--- config.mk ---
export PLATFORM = sky130hd
export DESIGN_NAME = zsa_ram
export DESIGN_NICKNAME = d
export VERILOG_FILES = /design/src/hw/rtl/zoned_slot_allocator_assert.svh /design/src/hw/rtl/zsa_ram.sv
export SDC_FILE = /design/constraint.sdc
export NUM_CORES = 1
export LEC_CHECK = 0
export ABC_AREA = 1
export BUFFER_PORTS_ARGS = -buffer_cell sky130_fd_sc_hd__buf_2
export CAP_MARGIN = 15
export CORE_MARGIN = 2
export CORE_UTILIZATION = 47
export CTS_BUF_LIST = sky130_fd_sc_hd__clkbuf_8
export CTS_CLUSTER_DIAMETER = 80
export CTS_CLUSTER_SIZE = 20
export DETAILED_ROUTE_END_ITERATION = 16
export PLACE_DENSITY = 0.74
export REMOVE_ABC_BUFFERS = 1
export SYNTH_ARGS = -nofsm -noshare
export SYNTH_HDL_FRONTEND = slang
export SYNTH_SLANG_ARGS = --single-unit
--- constraint.sdc ---
create_clock -name clk_i -period 1.8 [get_ports clk_i]
set_input_delay 0 -clock clk_i [delete_from_list [all_inputs] [get_ports clk_i]]
set_output_delay 0 -clock clk_i [all_outputs]
set_load 0.02 [all_outputs]
--- src/hw/rtl/zoned_slot_allocator_assert.svh ---
// ----------------------------------------------------------------------------
// zoned slot allocator assertion macros
// ----------------------------------------------------------------------------
`ifndef ZONED_SLOT_ALLOCATOR_ASSERT_SVH
`define ZONED_SLOT_ALLOCATOR_ASSERT_SVH

// property must hold at every clock edge outside reset
`define ZSA_ASSERT(name, prop, msg) \
  name: assert property (@(posedge clk_i) disable iff (!rst_ni) (prop)) else $error(msg);

// condition must never be seen outside reset
`define ZSA_ASSERT_NEVER(name, cond, msg) \
  name: assert property (@(posedge clk_i) disable iff (!rst_ni) !(cond)) else $error(msg);

`endif

--- src/hw/rtl/zsa_ram.sv ---
// ----------------------------------------------------------------------------
// zsa_ram
// single-port synchronous ram with registered read
// ----------------------------------------------------------------------------
module zsa_ram #(
  parameter int Width = 8,
  parameter int Depth = 16
) (
  input  logic                     clk_i,
  input  logic                     we_i,
  input  logic [$clog2(Depth)-1:0] addr_i,
  input  logic [Width-1:0]         wdata_i,
  output logic [Width-1:0]         rdata_o
);

  logic [Width-1:0] mem [Depth];

  always_ff @(posedge clk_i) begin
    if (we_i) begin
      mem[addr_i] <= wdata_i;
    end
    rdata_o <= mem[addr_i];
  end

endmodule

## Yosys cells after proc, flatten, opt, wreduce, memory -nomap -nowiden

Memories as Yosys holds them, arrays and structs flattened. A register that Yosys moved wholly into a read port is not among the register bits.
Cells that the tools add are included.

| storage, ports and cells | value |
|---|---|
| register bits after elaboration | 0 |
| bits in writable memories | 128 |
| bits of input ports | 14 |
| output and inout bits | 8 |
| word-level logic and storage cells | 3 |
| memories | 1 |

Memory list:

| name | depth | width | read ports | clocked after memory_dff | write ports | line | RTL |
|---|---|---|---|---|---|---|---|
| mem | 16 | 8 | 1 | 1 | 1 | zsa_ram.sv:16 | `logic [Width-1:0] mem [Depth];` |

| operators by class | value |
|---|---|
| multiplexer cells | 2 |

Operators with widths:

| cell | count |
|---|---|
| 1-bit 2-to-1 mux | 2 |

## Depth between registers and ports, before layout

| depth | value |
|---|---|
| word-level depth | 2 |
| depth in mapped cells | 11 |
| gate-level depth less buffers | 9 |

## Worst setup path before layout

Ideal clock, no wire load.

| path | value |
|---|---|
| kind | input -> register |
| start | in addr_i[1] |
| end | mem mem[3][0], enable pin |
| setup time | 370 ps |
| arrival time | 1007 ps |
| slack | 423 ps |
| cell stages on the path | 4 |
| path buffers | 2 |
| path through | buf_2 clkbuf_1 nand3_1 nor2_1 |

RTL lines:

| what | line | RTL |
|---|---|---|
| start: declaration | zsa_ram.sv:11 | `input logic [$clog2(Depth)-1:0] addr_i,` |
| end: declaration | zsa_ram.sv:16 |  |

Straight into the memory's write port.

==> metrics <==
count of final hold-check violations=0; slowest stage delay, CP=0.36 ns; # Max-Cap Violations=0; Peak supply drop=978 uV; Synth Instances=548; failing checks=DRC; initial core utilization=0.486; Ant. Diodes=0; Resized Gates After CTS=0; I/O Pins=22; synth warn=0; drt initial violations=281; unrepaired setup endpoints after global routing=no; TNS Setup=0 ns; Die ar.=12800 um2; Slowest cell on crit path=edfxtp_1; Final #Nets=613; slew at the pin closest to its max-slew limit=0.410 ns; slack of the critical path=0.769 ns; final setup vio count=0; most frequent cells in the layout=nand2_1, edfxtp_1, buf_4; register area share after synthesis=0.716; DIE WIDTH=113 um; Post-CTS Repair Setup Buffers=0; max_slew headroom=0.727; Hold Path Class=in -> reg; Total GRT Usage=0.204; critical path launch point type=register; status=complete, but fails checks; LEAKAGE=2.79 nW; final instance area=6450 um2; final worst-path cycle share=0.573; Pre-antenna DRT Iters=10; Slew Viols, Final=0; met2 Usage GRT=0.322; met1 Use GR=0.270; worst-path cell chain=nand2_1 > nand2_1 > nand2_1 > nand2_1 > nand2_1 > nand2_1 > inv_1 > nand2_1; ratio of cells with drive above 1 in the final layout=0.125; Mapped Area=5590 um2; Residual DRC=3; Routed Antenna Nets=0; hold buffers post-CTS=7; Critical Path RT=2.12 ns; Peak Freq=0.970 GHz; Max Buffers Root-to-Sink=2; fin util=0.560; met3 Usage GRT=0.0541; clock latency on the worst-skew pair=0.44 ns; Setup Skew=0.00995 ns; GRT Max-Usage Layer=met2; FP Rows=39; crit path time final=1.03 ns; number of global-route vias before repair=3805; Synth Area per Inst=10.2 um2; Arrival @ worst endpoint=1.35 ns; CP dominant cell by count=nand2_1; global-route wire length before repair=19300 um; grt ovf=0; via count=3811; largest net degree at the start of global routing=61; DIE HEIGHT=113 um; Port Buf Inserts=21; total core area=11500 um2; Setup WS pre-CTS=0.463 ns; count of cell types in the netlist=11; Clock transition at path regs=0.08 ns; CTS tree=built; CP Class=reg -> reg; crit-path max FO=1; H-Tree Level Count=4; root buf cell=clkbuf_8; placed instance area=5960 um2; most common cell after layout, fill and taps aside=nand2_1; wire per inst=16.3 um; #FFs+latches synth=136; final wirelength=12200 um; via/cell ratio=5.06; CP Capture Type=register; P per Cell Area=1030 nW/um2; Placer Congestion=0.994; CTS Buf Count=17; total clock sinks=136; DPL Wire Length=7930 um; Layout area overhead=15.3%; initial antenna violation count=0
[final cells by class]
cell class,instances,area [um2]
Fill cell,955,5070
Sequential cell,136,4000
Multi-Input combinational cell,368,1390
Timing Repair Buffer,53,375
Inverter,23,86.3
Clock buffer,17,234
Clock inverter,13,181
Tap cell,143,179
[through the flow]
stage / power [mW] / hold slack [ns] / instances
floorplan: 3.85 / 0.0989 / 527
global placement: 4.07 / 0.418 / 716
detailed placement: 4.08 / 0.417 / 716
CTS: 6.67 / 0.00742 / 753
global route: 6.86 / 0.0123 / 753
finish: 6.62 / 0.0268 / 753
[metal layers]
| layer | up-vias | wire length [um] |
|---|---|---|
| met5 | - | 0 |
| met4 | 0 | 267 |
| met3 | 19 | 834 |
| met2 | 133 | 5860 |
| met1 | 1809 | 5280 |
| li1 | 1850 | - |
[critical path: cells and delay by family (launching register included)]
family,cells,cell delay [ns]
AND/OR/NAND/NOR,7,0.49
buffers and inverters,1,0.07
flip-flops,1,0.36
[cell families after synthesis]
kind of cell / synth area share
buffers and inverters: 0.0362
DFF: 0.716
and+or+nand+nor: 0.248
[flip-flops by register name, summed over array words and instances, names as in the netlist]
signal and flops:
mem 128, rdata_o 8
[report_power, final]
group,switching [mW],internal [mW],total [mW]
logic,0.331,0.135,0.466
clock network,1.11,1.48,2.59
registers,0.0247,3.54,3.56
total,1.46,5.16,6.62
[cells in the mapped netlist]
master,instances,area [um2]
edfxtp_1,128,3840
buf_2,12,60.1
nand3_1,4,20.0
clkbuf_1,3,11.3
clkinv_1,1,3.75
inv_2,1,3.75
nand2_1,346,1300
nor2_1,18,67.6
inv_1,21,78.8
dfxtp_1,8,160
buf_4,6,45.0
[path summary, 6_finish.rpt]
check / start / endpoint / slack (ns) / cells past startpoint
worst max-delay path: mem[6][1] / rdata_o[1] / 0.77 / 8
worst min register to register: mem[0][7] / rdata_o[7] / 0.71 / 8
worst min-delay path: wdata_i[3] / mem[10][3] / 0.03 / 1
worst max register to register: mem[6][1] / rdata_o[1] / 0.77 / 8
No activity file was read; power rests on OpenSTA's default activity.
